$ cat config.mk
export PLATFORM = sky130hd
export DESIGN_NAME = hashed_timing_wheel_top
export DESIGN_NICKNAME = d
export VERILOG_FILES = /design/src/rtl/htw_pkg.sv /design/src/rtl/htw_div.sv /design/src/rtl/htw_dp.sv /design/src/rtl/htw_ctrl.sv /design/src/rtl/hashed_timing_wheel_top.sv
export VERILOG_INCLUDE_DIRS = /design/src /design/src/rtl
export SDC_FILE = /design/constraint.sdc
export NUM_CORES = 2
export LEC_CHECK = 0
export ABC_AREA = 1
export BUFFER_PORTS_ARGS = -buffer_cell sky130_fd_sc_hd__buf_2
export CAP_MARGIN = 10
export CELL_PAD_IN_SITES_DETAIL_PLACEMENT = 0
export CELL_PAD_IN_SITES_GLOBAL_PLACEMENT = 1
export CORE_AREA = 2 2 548 550
export DETAILED_ROUTE_END_ITERATION = 6
export DIE_AREA = 0 0 550 552
export PLACE_DENSITY_LB_ADDON = 0.1
export REMOVE_ABC_BUFFERS = 1
export SETUP_SLACK_MARGIN = 0.5
export SYNTH_ARGS = -nofsm -noshare
export SYNTH_HDL_FRONTEND = slang
export SYNTH_SLANG_ARGS = --single-unit
$ cat constraint.sdc
create_clock -name clk -period 9.39 [get_ports clk]
set_input_delay 0.939 -clock clk [delete_from_list [all_inputs] [get_ports clk]]
set_output_delay 0.939 -clock clk [all_outputs]
set_load 0.02 [all_outputs]
$ cat src/rtl/assert_macros.svh
// Assertion macros shared by the timing wheel RTL.
`ifndef ASSERT_MACROS_SVH
`define ASSERT_MACROS_SVH
`ifndef ASSERT_OFF
`define HTW_ASSERT_ALWAYS(lbl, cond) \
    lbl: assert property (@(posedge clk) disable iff (!rst_n) (cond)) \
        else $error("assertion failed");
`define HTW_ASSERT_IMPLY(lbl, ante, cons) \
    lbl: assert property (@(posedge clk) disable iff (!rst_n) (ante) |-> (cons)) \
        else $error("assertion failed");
`define HTW_ASSERT_NEXT(lbl, ante, cons) \
    lbl: assert property (@(posedge clk) disable iff (!rst_n) (ante) |=> (cons)) \
        else $error("assertion failed");
`else
`define HTW_ASSERT_ALWAYS(lbl, cond)
`define HTW_ASSERT_IMPLY(lbl, ante, cons)
`define HTW_ASSERT_NEXT(lbl, ante, cons)
`endif
`endif

$ cat src/rtl/htw_pkg.sv
// Package: constants, codes and control types of the hashed timing wheel.
`default_nettype none
package htw_pkg;
    localparam int MaxTimers     = 16;
    localparam int MaxWheelSlots = 1024;
    localparam int DelayW        = 24;
    localparam int TickW         = 16;
    localparam int SizeW         = 11;

    localparam logic [2:0] OP_TICK    = 3'd0;
    localparam logic [2:0] OP_CREATE  = 3'd1;
    localparam logic [2:0] OP_RESCHED = 3'd2;
    localparam logic [2:0] OP_DELETE  = 3'd3;
    localparam logic [2:0] OP_QUERY   = 3'd4;

    localparam logic [1:0] PEND_NONE    = 2'd0;
    localparam logic [1:0] PEND_CREATE  = 2'd1;
    localparam logic [1:0] PEND_RESCHED = 2'd2;
    localparam logic [1:0] PEND_DELETE  = 2'd3;

    localparam logic REG_SLOT_COUNT    = 1'b0;
    localparam logic REG_TICK_INTERVAL = 1'b1;

    localparam logic [SizeW-1:0] WheelSizeReset = 11'd60;
    localparam logic [TickW-1:0] TickReset      = 16'd1;

    typedef enum logic [9:0] {
        ST_IDLE  = 10'b0000000001,
        ST_MUL   = 10'b0000000010,
        ST_ADD   = 10'b0000000100,
        ST_SCAN  = 10'b0000001000,
        ST_SDIV  = 10'b0000010000,
        ST_APPLY = 10'b0000100000,
        ST_ADIV  = 10'b0001000000,
        ST_EMIT  = 10'b0010000000,
        ST_QMUL  = 10'b0100000000,
        ST_QOUT  = 10'b1000000000
    } state_t;

    typedef struct packed {
        logic req;
        logic adv;
        logic qlatch;
        logic mul;
        logic add;
        logic clr_exp;
        logic set_exp;
        logic div_start;
        logic div_src_new;
        logic wr_due;
        logic apply_sched;
        logic apply_del;
        logic pend_clr;
        logic qmul;
        logic load_exp;
        logic load_q;
        logic use_q;
    } cmd_t;

    typedef struct packed {
        logic       hit;
        logic       rep;
        logic       valid;
        logic [1:0] pend;
        logic       div_done;
        logic       exp_any;
        logic       exp_last;
        logic       out_free;
    } sts_t;
endpackage
`default_nettype wire

$ cat src/rtl/htw_div.sv
// Restoring divider: delay over tick length, one quotient bit per cycle.
`default_nettype none
module htw_div (
    input  wire logic                        clk,
    input  wire logic                        rst_n,
    input  wire logic                        start,
    input  wire logic [htw_pkg::DelayW-1:0]  dividend,
    input  wire logic [htw_pkg::TickW-1:0]   divisor,
    output logic                             busy,
    output logic                             done,
    output logic [htw_pkg::DelayW-1:0]       quotient
);
    localparam int CntW = $clog2(htw_pkg::DelayW);

    logic                        busy_reg;
    logic                        done_reg;
    logic [CntW-1:0]             cnt_reg;
    logic [htw_pkg::TickW-1:0]   rem_reg;
    logic [htw_pkg::DelayW-1:0]  quo_reg;
    logic [htw_pkg::TickW-1:0]   dvs_reg;
    logic [htw_pkg::TickW:0]     trial;
    logic                        fits;

    assign trial = {rem_reg, quo_reg[htw_pkg::DelayW-1]};
    assign fits  = trial >= {1'b0, dvs_reg};

    always_ff @(posedge clk or negedge rst_n)
    begin
        if (!rst_n)
        begin
            busy_reg <= 1'b0;
            done_reg <= 1'b0;
            cnt_reg  <= '0;
        end
        else
        begin
            done_reg <= busy_reg && (cnt_reg == '0);
            if (start)
            begin
                busy_reg <= 1'b1;
                cnt_reg  <= CntW'(htw_pkg::DelayW - 1);
            end
            else if (busy_reg)
            begin
                if (cnt_reg == '0)
                    busy_reg <= 1'b0;
                else
                    cnt_reg <= cnt_reg - 1'b1;
            end
        end
    end

    always_ff @(posedge clk)
    begin
        if (start)
        begin
            rem_reg <= '0;
            quo_reg <= dividend;
            dvs_reg <= divisor;
        end
        else if (busy_reg)
        begin
            rem_reg <= fits ? htw_pkg::TickW'(trial - {1'b0, dvs_reg})
                            : trial[htw_pkg::TickW-1:0];
            quo_reg <= {quo_reg[htw_pkg::DelayW-2:0], fits};
        end
    end

    assign busy     = busy_reg;
    assign done     = done_reg;
    assign quotient = quo_reg;
endmodule
`default_nettype wire

$ cat src/rtl/htw_dp.sv
// Datapath: wheel position, timer table, divider, query multiply and output register.
`default_nettype none
`include "assert_macros.svh"
module htw_dp #(
    parameter int MAX_TIMERS      = htw_pkg::MaxTimers,
    parameter int MAX_WHEEL_SLOTS = htw_pkg::MaxWheelSlots,
    parameter int IW              = (MAX_TIMERS > 1) ? $clog2(MAX_TIMERS) : 1
) (
    input  wire logic                  clk,
    input  wire logic                  rst_n,
    input  wire logic                  cfg_we,
    input  wire logic [0:0]            cfg_addr,
    input  wire logic [15:0]           cfg_wdata,
    input  wire logic [3:0]            timer_id,
    input  wire logic [23:0]           interval,
    input  wire logic                  recurring,
    input  wire logic [2:0]            op,
    input  wire htw_pkg::cmd_t         cmd,
    input  wire logic [IW-1:0]         idx,
    output htw_pkg::sts_t              sts,
    output logic                       m_tvalid,
    input  wire logic                  m_tready,
    output logic [47:0]                m_tdata,
    output logic [0:0]                 m_tuser,
    output logic                       m_tlast
);
    localparam int SW = $clog2(MAX_WHEEL_SLOTS);
    localparam int CW = $clog2(MAX_TIMERS + 1);
    localparam int DW = htw_pkg::DelayW;

    logic [htw_pkg::SizeW-1:0]  wsize_reg;
    logic [htw_pkg::TickW-1:0]  tick_reg;
    logic [SW-1:0]              slot_reg;
    logic [31:0]                cycle_reg;
    logic [31:0]                prod_reg;
    logic [31:0]                now_reg;
    logic [CW-1:0]              count_reg;
    logic [MAX_TIMERS-1:0]      valid_reg;
    logic [MAX_TIMERS-1:0]      repeat_reg;
    logic [MAX_TIMERS-1:0]      exp_reg;
    logic [1:0]                 pend_reg [MAX_TIMERS];
    logic [DW-1:0]              ndelay_reg [MAX_TIMERS];
    logic [DW-1:0]              delay_reg [MAX_TIMERS];
    logic [31:0]                due_reg [MAX_TIMERS];
    logic [3:0]                 qid_reg;
    logic [31:0]                rem_reg;
    logic                       out_valid_reg;
    logic                       out_kind_reg;
    logic                       out_last_reg;
    logic [3:0]                 out_id_reg;
    logic [31:0]                out_rem_reg;
    logic [4:0]                 out_cnt_reg;

    logic [htw_pkg::SizeW-1:0]  eff_size;
    logic [htw_pkg::TickW-1:0]  eff_tick;
    logic [SW:0]                slot_plus;
    logic [IW-1:0]              wi;
    logic [IW-1:0]              ri;
    logic                       wr_ok;
    logic                       q_ok;
    logic                       div_busy;
    logic                       div_done;
    logic [DW-1:0]              div_q;
    logic [DW-1:0]              ticks;
    logic [31:0]                due_new;
    logic [IW-1:0]              first_idx;
    logic [MAX_TIMERS-1:0]      exp_rest;
    logic                       out_free;

    assign eff_size = (wsize_reg == '0) ? htw_pkg::SizeW'(1)
                    : (32'(wsize_reg) > 32'(MAX_WHEEL_SLOTS))
                      ? htw_pkg::SizeW'(MAX_WHEEL_SLOTS) : wsize_reg;
    assign eff_tick  = (tick_reg == '0) ? htw_pkg::TickW'(1) : tick_reg;
    assign slot_plus = {1'b0, slot_reg} + 1'b1;
    assign wi        = IW'(timer_id);
    assign wr_ok     = 32'(timer_id) < 32'(MAX_TIMERS);
    assign q_ok      = 32'(qid_reg) < 32'(MAX_TIMERS);
    assign ri        = cmd.use_q ? IW'(qid_reg) : idx;
    assign ticks     = (div_q == '0) ? DW'(1) : div_q;
    assign due_new   = now_reg + 32'(ticks);
    assign out_free  = !out_valid_reg || m_tready;

    htw_div u_div (
        .clk      (clk),
        .rst_n    (rst_n),
        .start    (cmd.div_start),
        .dividend (cmd.div_src_new ? ndelay_reg[ri] : delay_reg[ri]),
        .divisor  (eff_tick),
        .busy     (div_busy),
        .done     (div_done),
        .quotient (div_q)
    );

    // lowest pending expiry goes out first
    always_comb
    begin
        first_idx = '0;
        for (int i = MAX_TIMERS - 1; i >= 0; i--)
        begin
            if (exp_reg[i])
                first_idx = IW'(i);
        end
        exp_rest = exp_reg;
        exp_rest[first_idx] = 1'b0;
    end

    always_comb
    begin
        sts.hit      = valid_reg[ri] && (due_reg[ri] == now_reg);
        sts.rep      = repeat_reg[ri];
        sts.valid    = valid_reg[ri];
        sts.pend     = pend_reg[ri];
        sts.div_done = div_done;
        sts.exp_any  = exp_reg != '0;
        sts.exp_last = exp_rest == '0;
        sts.out_free = out_free;
    end

    always_ff @(posedge clk or negedge rst_n)
    begin
        if (!rst_n)
        begin
            wsize_reg     <= htw_pkg::WheelSizeReset;
            tick_reg      <= htw_pkg::TickReset;
            slot_reg      <= '0;
            cycle_reg     <= '0;
            count_reg     <= '0;
            valid_reg     <= '0;
            repeat_reg    <= '0;
            out_valid_reg <= 1'b0;
            for (int i = 0; i < MAX_TIMERS; i++)
                pend_reg[i] <= htw_pkg::PEND_NONE;
        end
        else
        begin
            if (cfg_we && cfg_addr == htw_pkg::REG_SLOT_COUNT)
                wsize_reg <= cfg_wdata[htw_pkg::SizeW-1:0];
            if (cfg_we && cfg_addr == htw_pkg::REG_TICK_INTERVAL)
                tick_reg <= cfg_wdata;
            if (cmd.adv)
            begin
                if (32'(slot_plus) >= 32'(eff_size))
                begin
                    slot_reg  <= '0;
                    cycle_reg <= cycle_reg + 1'b1;
                end
                else
                    slot_reg <= slot_plus[SW-1:0];
            end
            if (cmd.req && wr_ok)
            begin
                case (op)
                    htw_pkg::OP_CREATE:
                    begin
                        pend_reg[wi]   <= htw_pkg::PEND_CREATE;
                        repeat_reg[wi] <= recurring;
                    end
                    htw_pkg::OP_RESCHED:
                    begin
                        if (pend_reg[wi] != htw_pkg::PEND_CREATE)
                            pend_reg[wi] <= htw_pkg::PEND_RESCHED;
                    end
                    htw_pkg::OP_DELETE:
                        pend_reg[wi] <= htw_pkg::PEND_DELETE;
                    default:
                        ;
                endcase
            end
            if (cmd.apply_sched)
            begin
                pend_reg[ri] <= htw_pkg::PEND_NONE;
                if (!valid_reg[ri])
                begin
                    valid_reg[ri] <= 1'b1;
                    count_reg     <= count_reg + 1'b1;
                end
            end
            if (cmd.apply_del)
            begin
                pend_reg[ri] <= htw_pkg::PEND_NONE;
                if (valid_reg[ri])
                begin
                    valid_reg[ri] <= 1'b0;
                    count_reg     <= count_reg - 1'b1;
                end
            end
            if (cmd.pend_clr)
                pend_reg[ri] <= htw_pkg::PEND_NONE;
            if (cmd.load_exp || cmd.load_q)
                out_valid_reg <= 1'b1;
            else if (m_tready)
                out_valid_reg <= 1'b0;
        end
    end

    always_ff @(posedge clk)
    begin
        if (cmd.req && wr_ok)
        begin
            case (op)
                htw_pkg::OP_CREATE,
                htw_pkg::OP_RESCHED: ndelay_reg[wi] <= interval;
                htw_pkg::OP_DELETE:  ndelay_reg[wi] <= '0;
                default:             ;
            endcase
        end
        if (cmd.qlatch)
            qid_reg <= timer_id;
        if (cmd.mul)
            prod_reg <= cycle_reg * 32'(eff_size);
        if (cmd.add)
            now_reg <= prod_reg + 32'(slot_reg);
        if (cmd.clr_exp)
            exp_reg <= '0;
        else if (cmd.set_exp)
            exp_reg[idx] <= 1'b1;
        else if (cmd.load_exp)
            exp_reg <= exp_rest;
        if (cmd.wr_due)
            due_reg[ri] <= due_new;
        if (cmd.apply_sched)
        begin
            delay_reg[ri] <= ndelay_reg[ri];
            due_reg[ri]   <= due_new;
        end
        if (cmd.qmul)
        begin
            if (!q_ok)
                rem_reg <= '0;
            else if (pend_reg[ri] == htw_pkg::PEND_CREATE ||
                     pend_reg[ri] == htw_pkg::PEND_RESCHED)
                rem_reg <= 32'(ndelay_reg[ri]);
            else if (valid_reg[ri])
                rem_reg <= (due_reg[ri] - now_reg) * 32'(eff_tick);
            else
                rem_reg <= '0;
        end
        // count travels with the item so a later tick cannot change a waiting result
        if (cmd.load_exp)
        begin
            out_kind_reg <= 1'b0;
            out_id_reg   <= 4'(first_idx);
            out_rem_reg  <= '0;
            out_cnt_reg  <= 5'(count_reg);
            out_last_reg <= exp_rest == '0;
        end
        else if (cmd.load_q)
        begin
            out_kind_reg <= 1'b1;
            out_id_reg   <= qid_reg;
            out_rem_reg  <= rem_reg;
            out_cnt_reg  <= 5'(count_reg);
            out_last_reg <= 1'b1;
        end
    end

    assign m_tvalid = out_valid_reg;
    assign m_tdata  = {7'd0, out_cnt_reg, out_rem_reg, out_id_reg};
    assign m_tuser  = out_kind_reg;
    assign m_tlast  = out_last_reg;

    `HTW_ASSERT_ALWAYS(a_count_max, 32'(count_reg) <= 32'(MAX_TIMERS))
    `HTW_ASSERT_IMPLY(a_div_idle, cmd.div_start, !div_busy)
    `HTW_ASSERT_IMPLY(a_load_free, cmd.load_exp || cmd.load_q, out_free)
endmodule
`default_nettype wire

$ cat src/rtl/htw_ctrl.sv
// Controller: sequences tick scan, pending apply, expiry emission and queries.
`default_nettype none
`include "assert_macros.svh"
module htw_ctrl #(
    parameter int MAX_TIMERS = htw_pkg::MaxTimers,
    parameter int IW         = (MAX_TIMERS > 1) ? $clog2(MAX_TIMERS) : 1
) (
    input  wire logic          clk,
    input  wire logic          rst_n,
    input  wire logic          s_tvalid,
    output logic               s_tready,
    input  wire logic [2:0]    op,
    input  wire htw_pkg::sts_t sts,
    output htw_pkg::cmd_t      cmd,
    output logic [IW-1:0]      idx
);
    htw_pkg::state_t state_reg, state_next;
    logic [IW-1:0]   idx_reg, idx_next;
    logic            qmode_reg, qmode_next;
    logic            accept;
    logic            idx_end;

    assign accept  = s_tvalid && (state_reg == htw_pkg::ST_IDLE);
    assign idx_end = idx_reg == IW'(MAX_TIMERS - 1);

    always_comb
    begin
        state_next = state_reg;
        idx_next   = idx_reg;
        qmode_next = qmode_reg;
        cmd        = '0;
        cmd.use_q  = qmode_reg;
        case (state_reg)
            htw_pkg::ST_IDLE:
            begin
                if (s_tvalid)
                begin
                    case (op)
                        htw_pkg::OP_TICK:
                        begin
                            cmd.adv    = 1'b1;
                            qmode_next = 1'b0;
                            state_next = htw_pkg::ST_MUL;
                        end
                        htw_pkg::OP_QUERY:
                        begin
                            cmd.qlatch = 1'b1;
                            qmode_next = 1'b1;
                            state_next = htw_pkg::ST_MUL;
                        end
                        default:
                            cmd.req = 1'b1;
                    endcase
                end
            end
            htw_pkg::ST_MUL:
            begin
                cmd.mul    = 1'b1;
                state_next = htw_pkg::ST_ADD;
            end
            htw_pkg::ST_ADD:
            begin
                cmd.add     = 1'b1;
                cmd.clr_exp = !qmode_reg;
                idx_next    = '0;
                state_next  = qmode_reg ? htw_pkg::ST_QMUL : htw_pkg::ST_SCAN;
            end
            htw_pkg::ST_SCAN:
            begin
                if (sts.hit)
                    cmd.set_exp = 1'b1;
                if (sts.hit && sts.rep)
                begin
                    cmd.div_start = 1'b1;
                    state_next    = htw_pkg::ST_SDIV;
                end
                else
                begin
                    idx_next   = idx_end ? '0 : idx_reg + 1'b1;
                    state_next = idx_end ? htw_pkg::ST_APPLY : htw_pkg::ST_SCAN;
                end
            end
            htw_pkg::ST_SDIV:
            begin
                if (sts.div_done)
                begin
                    cmd.wr_due = 1'b1;
                    idx_next   = idx_end ? '0 : idx_reg + 1'b1;
                    state_next = idx_end ? htw_pkg::ST_APPLY : htw_pkg::ST_SCAN;
                end
            end
            htw_pkg::ST_APPLY:
            begin
                if (sts.pend == htw_pkg::PEND_CREATE ||
                    (sts.pend == htw_pkg::PEND_RESCHED && sts.valid))
                begin
                    cmd.div_start   = 1'b1;
                    cmd.div_src_new = 1'b1;
                    state_next      = htw_pkg::ST_ADIV;
                end
                else
                begin
                    // delete, a reschedule of an idle entry that is dropped, or nothing pending
                    cmd.apply_del = sts.pend == htw_pkg::PEND_DELETE;
                    cmd.pend_clr  = sts.pend == htw_pkg::PEND_RESCHED;
                    idx_next      = idx_reg + 1'b1;
                    if (idx_end)
                        state_next = sts.exp_any ? htw_pkg::ST_EMIT : htw_pkg::ST_IDLE;
                end
            end
            htw_pkg::ST_ADIV:
            begin
                cmd.div_src_new = 1'b1;
                if (sts.div_done)
                begin
                    cmd.apply_sched = 1'b1;
                    idx_next        = idx_reg + 1'b1;
                    if (idx_end)
                        state_next = sts.exp_any ? htw_pkg::ST_EMIT : htw_pkg::ST_IDLE;
                    else
                        state_next = htw_pkg::ST_APPLY;
                end
            end
            htw_pkg::ST_EMIT:
            begin
                if (sts.out_free)
                begin
                    cmd.load_exp = 1'b1;
                    if (sts.exp_last)
                        state_next = htw_pkg::ST_IDLE;
                end
            end
            htw_pkg::ST_QMUL:
            begin
                cmd.qmul   = 1'b1;
                state_next = htw_pkg::ST_QOUT;
            end
            htw_pkg::ST_QOUT:
            begin
                if (sts.out_free)
                begin
                    cmd.load_q = 1'b1;
                    state_next = htw_pkg::ST_IDLE;
                end
            end
            default:
                state_next = htw_pkg::ST_IDLE;
        endcase
    end

    always_ff @(posedge clk or negedge rst_n)
    begin
        if (!rst_n)
        begin
            state_reg <= htw_pkg::ST_IDLE;
            idx_reg   <= '0;
            qmode_reg <= 1'b0;
        end
        else
        begin
            state_reg <= state_next;
            idx_reg   <= idx_next;
            qmode_reg <= qmode_next;
        end
    end

    assign s_tready = state_reg == htw_pkg::ST_IDLE;
    assign idx      = idx_reg;

    `HTW_ASSERT_IMPLY(a_emit_has_item, state_reg == htw_pkg::ST_EMIT, sts.exp_any)
    `HTW_ASSERT_NEXT(a_tick_starts, accept && op == htw_pkg::OP_TICK,
                     state_reg == htw_pkg::ST_MUL)
    `HTW_ASSERT_IMPLY(a_wait_div, state_reg == htw_pkg::ST_SDIV ||
                      state_reg == htw_pkg::ST_ADIV, !cmd.div_start)
endmodule
`default_nettype wire

$ cat src/rtl/hashed_timing_wheel_top.sv
// Top level of the hashed timing wheel: controller, datapath and stream ports.
// Usage:
//   Input items arrive on s_tvalid/s_tready; s_tuser carries the op code.
//   Create, reschedule and delete are accepted while idle and only marked
//   pending. A query forms the current slot, computes the remaining time of
//   the timer and returns one item on the m_ channel once the output
//   register is free. A tick forms the current slot, scans every entry and
//   applies pending requests, waiting on the shared serial divider for each
//   rearmed or newly scheduled entry, then sends one item per expiry.
//   Expiries come out in entry order, m_tlast set on the final one; a tick
//   with no expiry gives no item. s_tready is low while a tick or query runs.
//   A stalled m_tready holds the output register and the emission sequence;
//   a new item is still taken while the last result waits to be read.
//   Reset clears the wheel position, all timers and pending requests, and
//   sets the slot count to 60 and tick_interval to 1. Write cfg_* only when idle.
`default_nettype none
module hashed_timing_wheel_top #(
    parameter int MAX_TIMERS      = htw_pkg::MaxTimers,
    parameter int MAX_WHEEL_SLOTS = htw_pkg::MaxWheelSlots
) (
    input  wire logic        clk,
    input  wire logic        rst_n,
    input  wire logic        cfg_we,
    input  wire logic [0:0]  cfg_addr,
    input  wire logic [15:0] cfg_wdata,
    input  wire logic        s_tvalid,
    output logic             s_tready,
    input  wire logic [31:0] s_tdata,   // timer_id[3:0], interval[27:4], recurring[28]
    input  wire logic [2:0]  s_tuser,   // op[2:0]
    output logic             m_tvalid,
    input  wire logic        m_tready,
    output logic [47:0]      m_tdata,   // timer_out[3:0], remaining[35:4], active_count[40:36]
    output logic [0:0]       m_tuser,   // kind[0]
    output logic             m_tlast
);
    localparam int IW = (MAX_TIMERS > 1) ? $clog2(MAX_TIMERS) : 1;

    htw_pkg::cmd_t cmd;
    htw_pkg::sts_t sts;
    logic [IW-1:0] idx;

    htw_ctrl #(
        .MAX_TIMERS (MAX_TIMERS),
        .IW         (IW)
    ) u_ctrl (
        .clk      (clk),
        .rst_n    (rst_n),
        .s_tvalid (s_tvalid),
        .s_tready (s_tready),
        .op       (s_tuser),
        .sts      (sts),
        .cmd      (cmd),
        .idx      (idx)
    );

    htw_dp #(
        .MAX_TIMERS      (MAX_TIMERS),
        .MAX_WHEEL_SLOTS (MAX_WHEEL_SLOTS),
        .IW              (IW)
    ) u_dp (
        .clk       (clk),
        .rst_n     (rst_n),
        .cfg_we    (cfg_we),
        .cfg_addr  (cfg_addr),
        .cfg_wdata (cfg_wdata),
        .timer_id  (s_tdata[3:0]),
        .interval  (s_tdata[27:4]),
        .recurring (s_tdata[28]),
        .op        (s_tuser),
        .cmd       (cmd),
        .idx       (idx),
        .sts       (sts),
        .m_tvalid  (m_tvalid),
        .m_tready  (m_tready),
        .m_tdata   (m_tdata),
        .m_tuser   (m_tuser),
        .m_tlast   (m_tlast)
    );
endmodule
`default_nettype wire
==> run_summary.xml <==
<?xml version="1.0" encoding="UTF-8"?>
<metrics>
  <group name="timing">
    <metric name="final-max-slew-violation-count" unit="">0</metric>
    <metric name="worst-slew-pin-transition" unit="ns">1.24</metric>
    <metric name="timing.clock.skew" unit="ns">0.0842</metric>
    <metric name="rsz0062_at_grt" unit="">yes</metric>
    <metric name="timing.hold.ws" unit="ns">0.294</metric>
    <metric name="fmax" unit="MHz">111</metric>
    <metric name="timing_hold_violations_final" unit="">0</metric>
    <metric name="layout_min_cycle_time" unit="ns">9.04</metric>
    <metric name="fin_crit_sh" unit="">0.963</metric>
    <metric name="setup_viol" unit="">0</metric>
    <metric name="setup_slack" unit="ns">0.351</metric>
    <metric name="slew_headroom" unit="">0.169</metric>
  </group>
  <group name="logic_synthesis">
    <metric name="synth-edff-count" unit="">1430</metric>
    <metric name="yosysSeqAreaShare" unit="">0.543</metric>
    <metric name="synthDominantCellAreaShare" unit="">0.483</metric>
    <metric name="synthDominantAreaCellType" unit="">sky130_fd_sc_hd__edfxtp_1</metric>
    <metric name="synth.top_cells.by_area" unit="">sky130_fd_sc_hd__edfxtp_1, sky130_fd_sc_hd__fa_1, sky130_fd_sc_hd__nand2_1, sky130_fd_sc_hd__inv_1, sky130_fd_sc_hd__dfrtp_1</metric>
    <metric name="syn_inst" unit="">8093</metric>
    <metric name="yosysUniqueCellTypes" unit="">76</metric>
    <metric name="ys_ff_latch" unit="">1656</metric>
    <metric name="dominantRegCellSynth" unit="">sky130_fd_sc_hd__edfxtp_1</metric>
    <metric name="synth_async_sr_flop_share" unit="">0.0972</metric>
    <metric name="syn_area_per_cell" unit="um2">11.0</metric>
    <metric name="ys.warnings.count" unit="">0</metric>
    <metric name="post_synthesis_instance_area" unit="um2">89000</metric>
  </group>
  <group name="clock_network">
    <metric name="ctsRootBufferMaster" unit="">sky130_fd_sc_hd__clkbuf_16</metric>
    <metric name="clkSlewWorstSetupHoldPaths" unit="ns">0.06</metric>
    <metric name="cts_made_buffers" unit="">193</metric>
    <metric name="ctsLongestPathBuffers" unit="">4</metric>
    <metric name="clock_tree.htree_level_count" unit="">4</metric>
    <metric name="worst_skew_pair.late_latency" unit="ns">0.88</metric>
    <metric name="clock_sink_count" unit="">1656</metric>
    <metric name="tritoncts" unit="">built</metric>
  </group>
  <group name="global_route">
    <metric name="grt.met2_usage" unit="">0.337</metric>
    <metric name="groute.usage.overall" unit="">0.205</metric>
    <metric name="pin_count_of_the_biggest_net_entering_global_routing" unit="">136</metric>
    <metric name="first_global_vias" unit="">65200</metric>
    <metric name="grt_first_pass_wirelength" unit="um">458000</metric>
    <metric name="globalRouteMet3Util" unit="">0.0216</metric>
    <metric name="number_of_antenna_violations_at_the_first_check_in_global_routing" unit="">5</metric>
    <metric name="global_route.overflow_total" unit="">0</metric>
    <metric name="grt.met1_usage" unit="">0.291</metric>
    <metric name="gr-max-usage-layer" unit="">met2</metric>
  </group>
  <group name="place">
    <metric name="gp_congestion" unit="">0.854</metric>
    <metric name="port-buffer-count" unit="">98</metric>
    <metric name="post-place-ws" unit="ns">-0.542</metric>
    <metric name="dp_hpwl" unit="um">209000</metric>
  </group>
  <group name="final_layout">
    <metric name="multi_input_comb_area" unit="um2">36600</metric>
    <metric name="leading_cell_type_in_the_layout_fill_and_taps_excluded" unit="">sky130_fd_sc_hd__edfxtp_1</metric>
    <metric name="fillCellCount" unit="">30000</metric>
    <metric name="layout-drive-gt1-share" unit="">0.158</metric>
    <metric name="commonest_non_fill_non_tap_cells_in_the_layout" unit="">sky130_fd_sc_hd__edfxtp_1, sky130_fd_sc_hd__nand2_1, sky130_fd_sc_hd__inv_1, sky130_fd_sc_hd__buf_4, sky130_fd_sc_hd__fa_1</metric>
    <metric name="flip_flop_count_of_the_largest_register_after_layout" unit="">512</metric>
    <metric name="synthToLayoutAreaGrowth" unit="%">19.5</metric>
    <metric name="seqCellArea" unit="um2">48300</metric>
    <metric name="layout_net_count" unit="">9454</metric>
  </group>
  <group name="worst_setup_path">
    <metric name="cp_data_arrival_time" unit="ns">9.62</metric>
    <metric name="critical_path_class" unit="">reg -&gt; reg</metric>
    <metric name="crit_slowest_cell" unit="">sky130_fd_sc_hd__fa_1</metric>
    <metric name="slowest_delay" unit="ns">0.52</metric>
    <metric name="worst-endpoint-required" unit="ns">9.97</metric>
    <metric name="critical_path_peak_fanout" unit="">6</metric>
    <metric name="crit_path_end_kind" unit="">flop</metric>
    <metric name="cp-start-kind" unit="">flop</metric>
  </group>
  <group name="floorplan">
    <metric name="placement_rows" unit="">201</metric>
    <metric name="fp.coreArea" unit="um2">298000</metric>
    <metric name="die_width" unit="um">550</metric>
    <metric name="num_io_pins" unit="">109</metric>
    <metric name="floorplan.die.height" unit="um">552</metric>
    <metric name="die_area" unit="um2">304000</metric>
    <metric name="start_util" unit="">0.298</metric>
  </group>
  <group name="hold_path">
    <metric name="hp-class" unit="">in -&gt; reg</metric>
  </group>
  <group name="outcome">
    <metric name="outcome" unit="">complete, no violations</metric>
  </group>
  <group name="flow_run">
    <metric name="max_cap_violations" unit="">0</metric>
  </group>
  <group name="detailed_routing">
    <metric name="wire_per_inst" unit="um">24.7</metric>
    <metric name="number_of_vias_in_the_routed_layout" unit="">62900</metric>
    <metric name="dr.pass1.iters" unit="">5</metric>
    <metric name="detailedRoute.firstIterationViolations" unit="">4529</metric>
    <metric name="via_per_inst" unit="">4.92</metric>
    <metric name="wirelength" unit="um">315000</metric>
    <metric name="drtAntennaViolNets" unit="">0</metric>
    <metric name="drcViolationCount" unit="">0</metric>
  </group>
</metrics>
## cell families after synthesis
logic type,count (synthesis),synth area share
mux,1,0.000113
fa+ha+maj,746,0.149
buf+inv,1533,0.0654
simple gates,2285,0.106
xor+xnor,188,0.0187
compound gates,1683,0.118
flops,1656,0.543
other cells,1,0.0000422
## cells in the mapped netlist, types with 36 or more instances
cell type                  instances
sky130_fd_sc_hd__a21oi_1         413
sky130_fd_sc_hd__nor3_1           60
sky130_fd_sc_hd__nor2_1          565
sky130_fd_sc_hd__dfrtp_1         155
sky130_fd_sc_hd__inv_1          1111
sky130_fd_sc_hd__xor2_1          115
sky130_fd_sc_hd__a22oi_1         397
sky130_fd_sc_hd__fa_1            527
sky130_fd_sc_hd__clkbuf_1        334
sky130_fd_sc_hd__buf_1            36
sky130_fd_sc_hd__a31oi_1          54
sky130_fd_sc_hd__o22ai_1         317
sky130_fd_sc_hd__nand3_1         168
sky130_fd_sc_hd__xnor2_1          72
sky130_fd_sc_hd__dfxtp_1          65
sky130_fd_sc_hd__ha_1            219
sky130_fd_sc_hd__edfxtp_1       1430
sky130_fd_sc_hd__o21ai_0         334
sky130_fd_sc_hd__nand2_1        1322
sky130_fd_sc_hd__nand4_1          65
## through the flow
stage | area, um2 | util | instances | setup TNS, ns
2_1_floorplan | 87400 | - | 7703 | -30.89
3_3_place_gp | 98200 | 0.329 | 12300 | -17.39
3_5_place_dp | 98200 | 0.329 | 12400 | -4.76
4_1_cts | 106000 | 0.354 | 12700 | 0
5_1_grt | 106000 | 0.356 | 12800 | -0.0419
6_report | 106000 | 0.356 | 12800 | 0
## critical path, delay by kind of cell (launching register included)
kind            cells  cell delay [ns]
flops               1             0.45
fa+ha+maj           9             3.71
xor+xnor            2             0.43
simple gates       10             0.98
compound gates      7             1.00
buf+inv            17             2.13
## per-layer routing
| layer | vias up | part of all wire |
|---|---|---|
| li1 | 29000 | - |
| met1 | 32400 | 0.47 |
| met2 | 1191 | 0.48 |
| met3 | 309 | 0.036 |
| met4 | 0 | 0.020 |
| met5 | - | 0 |
## repair_timing
item                                    4_1_cts  5_1_grt
cloned                                        3        1
resized for setup                           243      105
buffers inserted                             41       14
hold buffers                                  1        0
endpoints found under the setup margin       19       18
endpoints found under the hold margin        46        0
pin swaps                                    79       52
## area by class of cell
cell class | instances | share of cell area
Clock buffer | 260 | 0.0498
Multi-Input combinational cell | 4910 | 0.344
Tap cell | 3958 | 0.0466
Clock inverter | 90 | 0.00731
Timing Repair Buffer | 752 | 0.0575
Antenna cell | 3 | 0.0000706
Sequential cell | 1656 | 0.454
Timing Repair inverter | 1 | 0.0000588
Inverter | 1137 | 0.0407
## final timing paths
path                                 startpoint              endpoint  slack, ns  depth (start not counted)
hold / removal                       s_tdata[0]       u_dp.qid_reg[0]       0.29                          1
max in group asynchronous                 rst_n     u_dp.tick_reg[15]       7.14                          3
setup / recovery               u_ctrl.qmode_reg      u_dp.rem_reg[31]       0.35                         45
min in group asynchronous                 rst_n    u_dp.repeat_reg[0]       0.65                          2
hold reg to reg            u_dp.out_rem_reg[24]  u_dp.out_rem_reg[24]       0.44                          2
setup reg to reg               u_ctrl.qmode_reg      u_dp.rem_reg[31]       0.35                         45
Power is not shown: default switching activity piles up to over one toggle a cycle in this logic, so the estimate is an artifact.
